--- src/hw/rtl/lisp_token_scanner_unit_macros.svh ---
// Assertion macros shared by the token scanner RTL.
`ifndef LISP_TOKEN_SCANNER_UNIT_MACROS_SVH
`define LISP_TOKEN_SCANNER_UNIT_MACROS_SVH

// Plain property checked every clock outside reset.
`define LTS_ASSERT_CLK(label, prop, msg) \
  label: assert property (@(posedge clk) disable iff (rst) (prop)) else $error(msg);

// Same-cycle implication.
`define LTS_ASSERT_IMPLY(label, ante, cons, msg) \
  label: assert property (@(posedge clk) disable iff (rst) (ante) |-> (cons)) else $error(msg);

// Next-cycle implication.
`define LTS_ASSERT_NEXT(label, ante, cons, msg) \
  label: assert property (@(posedge clk) disable iff (rst) (ante) |=> (cons)) else $error(msg);

`endif

--- src/hw/rtl/lts_pkg.sv ---
// Shared types, character codes and keyword tables of the token scanner.
package lts_pkg;

  localparam int QUEUE_DEPTH = 4;
  localparam int TDATA_W     = 144;

  localparam logic [7:0] CH_NUL   = 8'h00;
  localparam logic [7:0] CH_BS    = 8'h08;
  localparam logic [7:0] CH_TAB   = 8'h09;
  localparam logic [7:0] CH_NL    = 8'h0A;
  localparam logic [7:0] CH_SP    = 8'h20;
  localparam logic [7:0] CH_LPAR  = 8'h28;
  localparam logic [7:0] CH_RPAR  = 8'h29;
  localparam logic [7:0] CH_STAR  = 8'h2A;
  localparam logic [7:0] CH_PLUS  = 8'h2B;
  localparam logic [7:0] CH_MINUS = 8'h2D;
  localparam logic [7:0] CH_SLASH = 8'h2F;
  localparam logic [7:0] CH_ZERO  = 8'h30;
  localparam logic [7:0] CH_COLON = 8'h3A;
  localparam logic [7:0] CH_LT    = 8'h3C;
  localparam logic [7:0] CH_GT    = 8'h3E;

  typedef enum logic [1:0] {
    MODE_IDLE    = 2'd0,
    MODE_NUMBER  = 2'd1,
    MODE_KEYWORD = 2'd2,
    MODE_IDENT   = 2'd3
  } scan_mode_t;

  typedef enum logic [3:0] {
    TK_ADD     = 4'd0,
    TK_SUB     = 4'd1,
    TK_MUL     = 4'd2,
    TK_DIV     = 4'd3,
    TK_GREATER = 4'd4,
    TK_LESS    = 4'd5,
    TK_NUMBER  = 4'd6,
    TK_SETQ    = 4'd7,
    TK_WHILE   = 4'd8,
    TK_PRINT   = 4'd9,
    TK_DEFUN   = 4'd10,
    TK_LPAREN  = 4'd11,
    TK_RPAREN  = 4'd12,
    TK_IDENT   = 4'd13,
    TK_END     = 4'd14
  } tok_kind_t;

  typedef struct packed {
    tok_kind_t   kind;
    logic [31:0] value;
    logic        ovf;
    logic [7:0]  len;
    logic [63:0] prefix;
    logic [15:0] line;
    logic [15:0] col;
    logic        last;
  } token_t;

  // Front-to-queue write request: up to two tokens per character.
  typedef struct packed {
    logic   push0;
    logic   push1;
    token_t tok0;
    token_t tok1;
  } push_req_t;

  function automatic logic [2:0] kw_len(input logic [1:0] ch);
    logic [2:0] len;
    len = (ch == 2'd0) ? 3'd4 : 3'd5;
    return len;
  endfunction

  function automatic logic [7:0] kw_char(input logic [1:0] ch, input logic [2:0] pos);
    logic [7:0] r;
    r = 8'h00;
    case ({ch, pos})
      5'b00_000: r = "s";
      5'b00_001: r = "e";
      5'b00_010: r = "t";
      5'b00_011: r = "q";
      5'b01_000: r = "w";
      5'b01_001: r = "h";
      5'b01_010: r = "i";
      5'b01_011: r = "l";
      5'b01_100: r = "e";
      5'b10_000: r = "p";
      5'b10_001: r = "r";
      5'b10_010: r = "i";
      5'b10_011: r = "n";
      5'b10_100: r = "t";
      5'b11_000: r = "d";
      5'b11_001: r = "e";
      5'b11_010: r = "f";
      5'b11_011: r = "u";
      5'b11_100: r = "n";
      default:   r = 8'h00;
    endcase
    return r;
  endfunction

endpackage

--- src/hw/rtl/lisp_token_scanner_unit.sv ---
// Lisp token scanner: one source character in, zero to two tokens out.
// A closed token enters the token queue, then the output register that drives m_axis.
// Throughput: one character per clock; two tokens from one character leave the output port
// one after the other, and input stalls only when the 4-entry token queue has < 2 free.
// Reset (rst, synchronous): idle scan mode, line and column 1, queue and output empty.
module lisp_token_scanner_unit #(
  parameter int IDENT_LIMIT   = 255,
  parameter int NUMBER_BITS   = 32,
  parameter int POSITION_BITS = 16
) (
  input  logic                        clk,
  input  logic                        rst,
  input  logic                        s_axis_tvalid,
  output logic                        s_axis_tready,
  input  logic [7:0]                  s_axis_tdata,   // char_code
  output logic                        m_axis_tvalid,
  input  logic                        m_axis_tready,
  // token_kind, number_value, number_overflow, ident_length, ident_prefix,
  // start_line, start_column, zero pad
  output logic [lts_pkg::TDATA_W-1:0] m_axis_tdata,
  output logic                        m_axis_tlast    // last_of_run
);

  lts_pkg::push_req_t push;
  lts_pkg::token_t    head, out_tok;
  logic               space_ok, head_valid, pop;

  lts_front #(
    .IDENT_LIMIT   (IDENT_LIMIT),
    .NUMBER_BITS   (NUMBER_BITS),
    .POSITION_BITS (POSITION_BITS)
  ) u_front (
    .clk      (clk),
    .rst      (rst),
    .in_valid (s_axis_tvalid),
    .in_ready (s_axis_tready),
    .in_char  (s_axis_tdata),
    .space_ok (space_ok),
    .push     (push)
  );

  lts_fifo u_fifo (
    .clk        (clk),
    .rst        (rst),
    .push       (push),
    .space_ok   (space_ok),
    .head_valid (head_valid),
    .head       (head),
    .pop        (pop)
  );

  lts_back u_back (
    .clk        (clk),
    .rst        (rst),
    .head_valid (head_valid),
    .head       (head),
    .pop        (pop),
    .out_valid  (m_axis_tvalid),
    .out_ready  (m_axis_tready),
    .out_tok    (out_tok)
  );

  assign m_axis_tdata = {3'b000, out_tok.col, out_tok.line, out_tok.prefix, out_tok.len,
                         out_tok.ovf, out_tok.value, out_tok.kind};
  assign m_axis_tlast = out_tok.last;

endmodule

--- src/hw/rtl/lts_front.sv ---
// Front end: takes one character per cycle while space_ok, tracks position, emits tokens.
module lts_front #(
  parameter int IDENT_LIMIT   = 255,
  parameter int NUMBER_BITS   = 32,
  parameter int POSITION_BITS = 16
) (
  input  logic              clk,
  input  logic              rst,
  input  logic              in_valid,
  output logic              in_ready,
  input  logic [7:0]        in_char,
  input  logic              space_ok,
  output lts_pkg::push_req_t push
);

  localparam logic [NUMBER_BITS-1:0]   NUM_MAX = {NUMBER_BITS{1'b1}};
  localparam logic [POSITION_BITS-1:0] POS_MAX = {POSITION_BITS{1'b1}};
  localparam logic [POSITION_BITS-1:0] POS_ONE = POSITION_BITS'(1);

  lts_pkg::scan_mode_t mode, mode_next;
  logic [1:0]  kw_choice, kw_choice_next;
  logic [2:0]  match_pos, match_pos_next;
  logic [NUMBER_BITS-1:0] accum, accum_next;
  logic        sat, sat_next;
  logic [7:0]  id_count, id_count_next;
  logic [63:0] id_chars, id_chars_next;
  logic [POSITION_BITS-1:0] line_count, line_count_next;
  logic [POSITION_BITS-1:0] col_count, col_count_next;
  logic [POSITION_BITS-1:0] tok_line, tok_line_next;
  logic [POSITION_BITS-1:0] tok_col, tok_col_next;

  logic        accept;
  logic [7:0]  c;
  logic        c_space, c_nul, c_digit, c_lp, c_rp, op_hit, kw_start, c_start, id_term;
  lts_pkg::tok_kind_t op_kind, kw_kind;
  logic [1:0]  kw_idx;
  logic        kw_hit, kw_done, rescan, do_append;
  lts_pkg::scan_mode_t idle_mode;
  logic [3:0]  digit;
  logic [NUMBER_BITS+3:0] prod;
  logic        pre_v, idle_v;
  lts_pkg::token_t pre_tok, idle_tok;

  assign c        = in_char;
  assign in_ready = space_ok;
  assign accept   = in_valid && space_ok;

  // character classes
  always_comb begin
    c_space = (c == lts_pkg::CH_SP) || (c == lts_pkg::CH_TAB) ||
              (c == lts_pkg::CH_BS) || (c == lts_pkg::CH_NL);
    c_nul   = (c == lts_pkg::CH_NUL);
    c_digit = (c > lts_pkg::CH_SLASH) && (c < lts_pkg::CH_COLON);
    c_lp    = (c == lts_pkg::CH_LPAR);
    c_rp    = (c == lts_pkg::CH_RPAR);
    op_hit  = 1'b1;
    op_kind = lts_pkg::TK_ADD;
    unique case (c)
      lts_pkg::CH_PLUS:  op_kind = lts_pkg::TK_ADD;
      lts_pkg::CH_MINUS: op_kind = lts_pkg::TK_SUB;
      lts_pkg::CH_STAR:  op_kind = lts_pkg::TK_MUL;
      lts_pkg::CH_SLASH: op_kind = lts_pkg::TK_DIV;
      lts_pkg::CH_GT:    op_kind = lts_pkg::TK_GREATER;
      lts_pkg::CH_LT:    op_kind = lts_pkg::TK_LESS;
      default:           op_hit  = 1'b0;
    endcase
    kw_start = 1'b1;
    kw_idx   = 2'd0;
    unique case (c)
      8'h73:   kw_idx   = 2'd0;  // s
      8'h77:   kw_idx   = 2'd1;  // w
      8'h70:   kw_idx   = 2'd2;  // p
      8'h64:   kw_idx   = 2'd3;  // d
      default: kw_start = 1'b0;
    endcase
    c_start = !(c_space || c_nul || op_hit || c_lp || c_rp);
    id_term = c_space || c_nul || c_lp || c_rp;
  end

  always_comb begin
    unique case (kw_choice)
      2'd0:    kw_kind = lts_pkg::TK_SETQ;
      2'd1:    kw_kind = lts_pkg::TK_WHILE;
      2'd2:    kw_kind = lts_pkg::TK_PRINT;
      default: kw_kind = lts_pkg::TK_DEFUN;
    endcase
  end

  assign kw_hit  = (match_pos < lts_pkg::kw_len(kw_choice)) &&
                   (c == lts_pkg::kw_char(kw_choice, match_pos));
  assign kw_done = kw_hit && (3'(match_pos + 3'd1) >= lts_pkg::kw_len(kw_choice));

  // mode a fresh character starts from idle
  always_comb begin
    if (!c_start) begin
      idle_mode = lts_pkg::MODE_IDLE;
    end else if (c_digit) begin
      idle_mode = lts_pkg::MODE_NUMBER;
    end else if (kw_start) begin
      idle_mode = lts_pkg::MODE_KEYWORD;
    end else begin
      idle_mode = lts_pkg::MODE_IDENT;
    end
  end

  // the character is scanned as if idle (possibly after closing a token)
  always_comb begin
    unique case (mode)
      lts_pkg::MODE_NUMBER:  rescan = !c_digit;
      lts_pkg::MODE_KEYWORD: rescan = !kw_hit && id_term;
      lts_pkg::MODE_IDENT:   rescan = id_term;
      lts_pkg::MODE_IDLE:    rescan = 1'b1;
    endcase
  end

  // next state
  always_comb begin
    mode_next = mode;
    unique case (mode)
      lts_pkg::MODE_NUMBER: begin
        if (!c_digit) mode_next = idle_mode;
      end
      lts_pkg::MODE_KEYWORD: begin
        if (kw_hit) begin
          if (kw_done) mode_next = lts_pkg::MODE_IDLE;
        end else begin
          mode_next = id_term ? idle_mode : lts_pkg::MODE_IDENT;
        end
      end
      lts_pkg::MODE_IDENT: begin
        if (id_term) mode_next = idle_mode;
      end
      lts_pkg::MODE_IDLE: begin
        mode_next = idle_mode;
      end
    endcase
  end

  // token outputs
  always_comb begin
    pre_v   = 1'b0;
    pre_tok = '0;
    pre_tok.line = 16'(tok_line);
    pre_tok.col  = 16'(tok_col);
    unique case (mode)
      lts_pkg::MODE_NUMBER: begin
        if (!c_digit) begin
          pre_v         = 1'b1;
          pre_tok.kind  = lts_pkg::TK_NUMBER;
          pre_tok.value = 32'(accum);
          pre_tok.ovf   = sat;
        end
      end
      lts_pkg::MODE_KEYWORD: begin
        if (kw_done) begin
          pre_v        = 1'b1;
          pre_tok.kind = kw_kind;
        end else if (!kw_hit && id_term) begin
          pre_v          = 1'b1;
          pre_tok.kind   = lts_pkg::TK_IDENT;
          pre_tok.len    = id_count;
          pre_tok.prefix = id_chars;
        end
      end
      lts_pkg::MODE_IDENT: begin
        if (id_term) begin
          pre_v          = 1'b1;
          pre_tok.kind   = lts_pkg::TK_IDENT;
          pre_tok.len    = id_count;
          pre_tok.prefix = id_chars;
        end
      end
      lts_pkg::MODE_IDLE: begin
        pre_v = 1'b0;
      end
    endcase

    idle_v   = rescan && !c_space && !c_start;
    idle_tok = '0;
    idle_tok.line = 16'(line_count);
    idle_tok.col  = 16'(col_count);
    idle_tok.last = 1'b1;
    if (c_nul) begin
      idle_tok.kind = lts_pkg::TK_END;
    end else if (c_lp) begin
      idle_tok.kind = lts_pkg::TK_LPAREN;
    end else if (c_rp) begin
      idle_tok.kind = lts_pkg::TK_RPAREN;
    end else begin
      idle_tok.kind = op_kind;
    end
    pre_tok.last = !idle_v;

    push.push0 = accept && (pre_v || idle_v);
    push.push1 = accept && pre_v && idle_v;
    push.tok0  = pre_v ? pre_tok : idle_tok;
    push.tok1  = idle_tok;
  end

  // datapath updates
  always_comb begin
    digit = 4'(c - lts_pkg::CH_ZERO);
    prod  = ((NUMBER_BITS+4)'(accum) << 3) + ((NUMBER_BITS+4)'(accum) << 1) +
            (NUMBER_BITS+4)'(digit);
    do_append = ((mode == lts_pkg::MODE_KEYWORD) && (kw_hit || !id_term)) ||
                ((mode == lts_pkg::MODE_IDENT) && !id_term);

    accum_next     = accum;
    sat_next       = sat;
    id_count_next  = id_count;
    id_chars_next  = id_chars;
    kw_choice_next = kw_choice;
    match_pos_next = match_pos;
    tok_line_next  = tok_line;
    tok_col_next   = tok_col;

    if (mode == lts_pkg::MODE_NUMBER && c_digit) begin
      if (sat || (|prod[NUMBER_BITS+3:NUMBER_BITS])) begin
        accum_next = NUM_MAX;
        sat_next   = 1'b1;
      end else begin
        accum_next = prod[NUMBER_BITS-1:0];
      end
    end

    if (do_append) begin
      for (int i = 0; i < 8; i++) begin
        if (id_count == 8'(i)) id_chars_next[i*8 +: 8] = id_chars[i*8 +: 8] | c;
      end
      if (id_count < 8'(IDENT_LIMIT)) id_count_next = 8'(id_count + 8'd1);
    end

    if (mode == lts_pkg::MODE_KEYWORD && kw_hit) match_pos_next = 3'(match_pos + 3'd1);

    if (rescan && c_start) begin
      tok_line_next = line_count;
      tok_col_next  = col_count;
      if (c_digit) begin
        accum_next = NUMBER_BITS'(digit);
        sat_next   = 1'b0;
      end else begin
        id_count_next = 8'd1;
        id_chars_next = 64'(c);
        if (kw_start) begin
          kw_choice_next = kw_idx;
          match_pos_next = 3'd1;
        end
      end
    end

    line_count_next = line_count;
    col_count_next  = col_count;
    if (c == lts_pkg::CH_NL) begin
      if (line_count < POS_MAX) line_count_next = line_count + POS_ONE;
      col_count_next = POS_ONE;
    end else if (col_count < POS_MAX) begin
      col_count_next = col_count + POS_ONE;
    end
  end

  always_ff @(posedge clk) begin
    if (rst) begin
      mode       <= lts_pkg::MODE_IDLE;
      kw_choice  <= 2'd0;
      match_pos  <= 3'd0;
      sat        <= 1'b0;
      id_count   <= 8'd0;
      line_count <= POS_ONE;
      col_count  <= POS_ONE;
    end else if (accept) begin
      mode       <= mode_next;
      kw_choice  <= kw_choice_next;
      match_pos  <= match_pos_next;
      sat        <= sat_next;
      id_count   <= id_count_next;
      line_count <= line_count_next;
      col_count  <= col_count_next;
    end
  end

  always_ff @(posedge clk) begin
    if (accept) begin
      accum    <= accum_next;
      id_chars <= id_chars_next;
      tok_line <= tok_line_next;
      tok_col  <= tok_col_next;
    end
  end

`include "lisp_token_scanner_unit_macros.svh"

  `LTS_ASSERT_IMPLY(a_kw_pos, mode == lts_pkg::MODE_KEYWORD, match_pos >= 3'd1 && match_pos <= 3'd4, "keyword match position out of range")
  `LTS_ASSERT_IMPLY(a_push_order, push.push1, push.push0, "second token without first")

endmodule

--- src/hw/rtl/lts_fifo.sv ---
// Token queue between scanner front end and output stage; takes up to two writes a cycle.
module lts_fifo (
  input  logic               clk,
  input  logic               rst,
  input  lts_pkg::push_req_t push,
  output logic               space_ok,
  output logic               head_valid,
  output lts_pkg::token_t    head,
  input  logic               pop
);

  localparam int DEPTH = lts_pkg::QUEUE_DEPTH;
  localparam int PW    = $clog2(DEPTH);
  localparam int CW    = $clog2(DEPTH + 1);

  lts_pkg::token_t mem [DEPTH];
  logic [PW-1:0] wr_ptr, rd_ptr;
  logic [CW-1:0] count, count_next;

  assign space_ok   = (count <= CW'(DEPTH - 2));
  assign head_valid = (count != '0);
  assign head       = mem[rd_ptr];

  always_comb begin
    count_next = count + CW'(push.push0) + CW'(push.push1) - CW'(pop);
  end

  always_ff @(posedge clk) begin
    if (rst) begin
      wr_ptr <= '0;
      rd_ptr <= '0;
      count  <= '0;
    end else begin
      wr_ptr <= wr_ptr + PW'(push.push0) + PW'(push.push1);
      if (pop) rd_ptr <= rd_ptr + PW'(1);
      count  <= count_next;
    end
  end

  always_ff @(posedge clk) begin
    if (push.push0) mem[wr_ptr] <= push.tok0;
    if (push.push1) mem[PW'(wr_ptr + PW'(1))] <= push.tok1;
  end

`include "lisp_token_scanner_unit_macros.svh"

  `LTS_ASSERT_CLK(a_count_max, count <= CW'(DEPTH), "queue count beyond depth")
  `LTS_ASSERT_IMPLY(a_push_space, push.push0, count <= CW'(DEPTH - 2), "write request without two free slots")
  `LTS_ASSERT_NEXT(a_pop_count, pop && !push.push0, count == $past(count) - CW'(1), "pop did not drop count")

endmodule

--- src/hw/rtl/lts_back.sv ---
// Output stage: moves queued tokens into the result register toward the downstream port.
module lts_back (
  input  logic            clk,
  input  logic            rst,
  input  logic            head_valid,
  input  lts_pkg::token_t head,
  output logic            pop,
  output logic            out_valid,
  input  logic            out_ready,
  output lts_pkg::token_t out_tok
);

  assign pop = head_valid && (!out_valid || out_ready);

  always_ff @(posedge clk) begin
    if (rst) begin
      out_valid <= 1'b0;
    end else if (!out_valid || out_ready) begin
      out_valid <= head_valid;
    end
  end

  always_ff @(posedge clk) begin
    if (pop) out_tok <= head;
  end

endmodule

--- config.mk ---
export PLATFORM = sky130hd
export DESIGN_NAME = lisp_token_scanner_unit
export DESIGN_NICKNAME = d
export VERILOG_FILES = /design/src/hw/rtl/lts_pkg.sv /design/src/hw/rtl/lisp_token_scanner_unit.sv /design/src/hw/rtl/lts_front.sv /design/src/hw/rtl/lts_fifo.sv /design/src/hw/rtl/lts_back.sv
export VERILOG_INCLUDE_DIRS = /design/src /design/src/hw/rtl
export SDC_FILE = /design/constraint.sdc
export NUM_CORES = 2
export LEC_CHECK = 0
export BUFFER_PORTS_ARGS = -buffer_cell sky130_fd_sc_hd__buf_2
export CAP_MARGIN = 20
export CORE_ASPECT_RATIO = 1.75
export CORE_MARGIN = 1.5
export CORE_UTILIZATION = 55
export DETAILED_ROUTE_END_ITERATION = 8
export PLACE_DENSITY = 0.72
export SLEW_MARGIN = 20
export SYNTH_ARGS = -nofsm -noshare
export SYNTH_HDL_FRONTEND = slang
export SYNTH_HIERARCHICAL = 1
export SYNTH_SLANG_ARGS = --single-unit
--- constraint.sdc ---
create_clock -name clk -period 19.45 [get_ports clk]
set_input_delay 0 -clock clk [delete_from_list [all_inputs] [get_ports clk]]
set_output_delay 0 -clock clk [all_outputs]
set_load 0.005 [all_outputs]
==> run summary <==
The flow ran to the end, and the final reports show no timing, DRC or antenna violations. Summed over all layers, the global routing overflow is 0. For this design, the sink count on the clock tree is between 800 and 900. The final weighted congestion of routability-driven global placement is about 0.85.

Of the cells placed in the final design, the portion with a size suffix greater than 1 is between 30% and 40%. The count of standard-cell rows came out at between 100 and 150. The setup TNS came out at 0 ns. After detailed placement, the total cell area comes to ~0.046 sq mm.

The portion of the post-synthesis area used by sequential elements is between 50% and 60%. The die boundary width came out at between 200 and 250 microns. The count of vias placed by the detailed router came out at roughly 25000. After synthesis, the cell types taking the most area are sky130_fd_sc_hd__edfxtp_1, sky130_fd_sc_hd__mux2_2, sky130_fd_sc_hd__mux4_2, sky130_fd_sc_hd__dfxtp_1, sky130_fd_sc_hd__ha_1. The largest total area in the synthesized netlist belongs to sky130_fd_sc_hd__edfxtp_1. The synthesis-to-layout area growth is 8.658%. The number of detailed-routing iterations run before antenna repair came out at 7. The arrival time at the worst endpoint is between 7 and 8 ns.

In this design, the largest share of critical-path delay is due to simple AND/OR/NAND/NOR gates. By instance count, the cell type seen most on the critical path is sky130_fd_sc_hd__buf_4. The data required time at the worst endpoint is 19.87 ns. The number of pins with negative max-slew slack in the final report came out at 0. The count of endpoints failing hold in the final timing report is 0.

The most used flip-flop cell after synthesis is sky130_fd_sc_hd__edfxtp_1. sky130_fd_sc_hd__edfxtp_1 is the most common cell in the netlist. The number of violations reported at the end of detailed-routing iteration 0 came out at 1996. The initial core utilization is approximately 56%. The first-pass GRT wire length came out at 159.8 mm. The count of mapped cells out of synthesis came out at 2916.

The critical path buffer and inverter count is 4. The port buffer count came out at roughly 160. The maximum level of the CTS H-tree is 3. The cell count of the worst reg-to-reg path is 15.

The power per standard cell area is approximately 120 mW/mm^2. The fmax came out at around 140 MHz. After detailed routing, the number of remaining DRC violations is 0. On the critical path, the stage with the largest delay is an instance of sky130_fd_sc_hd__nor3b_4. For this run, the share of the core covered by cells in the final layout is 60.49%. The clock tree from TritonCTS is done.

The pin count of the biggest net entering global routing is ~140. The number of buffers created by CTS is 81. The netlist uses 79 different library cells. The async set-or-reset flop fraction in the synthesized netlist is 0%. Walking the worst path, the cells encountered are inv_1 > ha_1 > mux2_4 > a311oi_2 > xor2_1 > o2111ai_1 > a2111oi_1 > nand3_1 > and2_2 > buf_4 > nor3_2 > nor3b_4 > buf_4 > buf_4 > mux2_1. Sorting the synthesized cells by how often they occur yields sky130_fd_sc_hd__edfxtp_1, sky130_fd_sc_hd__mux2_2, sky130_fd_sc_hd__mux4_2, sky130_fd_sc_hd__nand2_1, sky130_fd_sc_hd__buf_4. The transition time of the tightest slew-check pin is about 1.2 ns. The final critical-path share of the clock period came out at between 30% and 40%. The kind of launch point of the worst setup path is a flip-flop. The detail route stage leaves a number of antenna-violating nets equal to 0. In this run the worst path has a maximum fanout of 51. The floorplan step defined a die boundary enclosing between 0.08 and 0.09 sq mm.

Synthesis inferred around 900 register bits. The cell area after layout is approximately 0.048 sq mm. The per-instance average area after synthesis came out at between 15 and 20 sq um. For the finished layout, the period the worst path requires is just over 7 ns.

The area share of the largest cell type after synthesis is 56.47%. The largest single stage delay on the critical path is 0.85 ns. The class of the most critical hold timing path is in2reg. The post-layout worst setup margin is 12.17 ns. The worst voltage drop across the vdd grid is 0.1460 mV.

Summed over all nets, the half-perimeter wirelength after detailed placement is roughly 63 mm. The setup clock skew after layout came out at between 0.03 and 0.04 ns. The post-detailed-route via-to-cell ratio is a little over 6. In the global route stage, overall resource usage came out at 25.56%. The number of global-route vias before repair is roughly 27000. The clock transition at the registers of the reported paths came out at approximately 0.07 ns.

The Yosys warning count is 6. The worst hold path cell count is 4. The number of nets at the end of the flow is ~3100. The tree is rooted in a sky130_fd_sc_hd__clkbuf_16. Setup repair after global routing left no endpoint under its margin. The initial antenna violation count came to 6. The cell area that synthesis handed to floorplanning was approximately 0.045 sq mm.

The critical path is of the reg2reg type. The insertion delay of the later-clocked pin in the worst-skew pair came out at around 0.67 ns. The number of buffers on the longest clock path is 3. The pre-CTS worst setup slack is about 12 ns.

The number of top-level pins came out at 159. The core region area came out at between 0.08 and 0.09 sq mm. The number of cells on the critical path is 15. The vertical extent of the die is approximately 380 microns. After clock tree synthesis, the repair step resized 0 gates.

The sum of routed wire length over all layers came out at 104.7 mm. The worst setup path is captured at a flip-flop. The number of enable flip-flop cells after synthesis is around 840.

The number of setup buffers added after CTS is 0. In the final routed layout, each cell accounts on average for approximately 25 microns. The final number of setup-violating endpoints came out at 0. The tool flagged a number of max-cap violations equal to 0. The relative slew slack came out at 21.98%. The static leakage power is about 18 nW.
-- layer usage --
layer | global-route usage, % | up-vias | wire length, microns
met2 | 46.54 | 703 | 56310
met5 | 0 | - | 23
met1 | 30.00 | 13020 | 40090
met4 | 10.20 | 4 | 3581
met3 | 3.625 | 189 | 4653
li1 | - | 11360 | -
-- worst reg2reg max path: stages, from the launching register on --
cell and delay (ns):
sky130_fd_sc_hd__dfxtp_1 0.54, sky130_fd_sc_hd__inv_1 0.21, sky130_fd_sc_hd__ha_1 0.32, sky130_fd_sc_hd__mux2_4 0.29, sky130_fd_sc_hd__a311oi_2 0.28, sky130_fd_sc_hd__xor2_1 0.24
sky130_fd_sc_hd__o2111ai_1 0.23, sky130_fd_sc_hd__a2111oi_1 0.64, sky130_fd_sc_hd__nand3_1 0.26, sky130_fd_sc_hd__and2_2 0.27, sky130_fd_sc_hd__buf_4 0.31, sky130_fd_sc_hd__nor3_2 0.68
sky130_fd_sc_hd__nor3b_4 0.86, sky130_fd_sc_hd__buf_4 0.60, sky130_fd_sc_hd__buf_4 0.81, sky130_fd_sc_hd__mux2_1 0.49
-- final timing paths --
path	start	endpoint	slack, ns
setup reg to reg	u_front/match_pos[0]	u_fifo/mem[1][76]	12.17
hold / removal	rst	u_front/line_count[12]	0.48
setup / recovery	u_front/match_pos[0]	u_fifo/mem[1][76]	12.17
hold reg to reg	u_fifo/rd_ptr[1]	flip-flop	0.54
-- cell families after synthesis --
| group | synth area share [%] |
|---|---|
| mux | 22.84 |
| flops | 59.07 |
| fa+ha+maj | 2.527 |
| simple gates | 5.986 |
| buf+inv | 4.192 |
| other cells | 0.02527 |
| xor+xnor | 1.160 |
| compound gates | 4.200 |
-- stage by stage --
step	instances	hold WS, ns	total power (W)
after floorplan	3022	0.06244	0.003695
after global placement	3981	0.2864	0.004197
after detailed placement	3981	0.2937	0.004230
after CTS	4143	0.4243	0.005796
after global routing	4146	0.4937	0.006014
final	4146	0.4793	0.005752
-- registers in the layout, summed over array words and instances, names as in the netlist, named ones only --
register            count
u_fifo/rd_ptr           2
u_front/line_count     16
u_front/col_count      16
u_back/out_tok        142
u_fifo/count            3
u_front/id_chars       64
u_front/tok_line       16
u_front/kw_choice       2
u_back/out_valid        1
u_front/mode            2
u_front/tok_col        16
u_front/id_count        8
u_fifo/wr_ptr           2
u_front/match_pos       3
u_fifo/mem            568
-- power by group --
group / total, W / switching [W] / internal, W
clock network: 0.00156 / 0.000722 / 0.000838
registers: 0.00266 / 0.000140 / 0.00252
logic: 0.00153 / 0.000899 / 0.000635
-- cell type report --
type | count | area (sq um)
fillers | 5970 | 31630
flip-flops and latches | 896 | 26330
multi-input cells | 1820 | 16860
clock buffers | 101 | 2205
well taps | 1042 | 1304
repair buffers | 207 | 1266
clock inverters | 49 | 344.1
inverters | 30 | 112.6
diodes | 1 | 2.502
-- what timing repair did --
action,4_1_cts,5_1_grt
setup endpoints to repair,0,0
endpoints found under the hold margin,58,0
hold buffers,12,0
-- placed cells by master, fill, tap and decap left out, types with 48 or more instances in the layout --
cell type                     n
sky130_fd_sc_hd__edfxtp_1   838
sky130_fd_sc_hd__mux2_2     490
sky130_fd_sc_hd__buf_2      155
sky130_fd_sc_hd__mux4_2     142
sky130_fd_sc_hd__nand2_1    136
sky130_fd_sc_hd__conb_1     109
sky130_fd_sc_hd__nor2_1      92
sky130_fd_sc_hd__o21ai_0     91
sky130_fd_sc_hd__mux2_1      85
sky130_fd_sc_hd__clkbuf_16   83
sky130_fd_sc_hd__ha_1        82
sky130_fd_sc_hd__and2_1      78
sky130_fd_sc_hd__a21oi_1     62
sky130_fd_sc_hd__dfxtp_1     56
sky130_fd_sc_hd__and3_1      48
No activity file was read; power rests on OpenSTA's default activity.
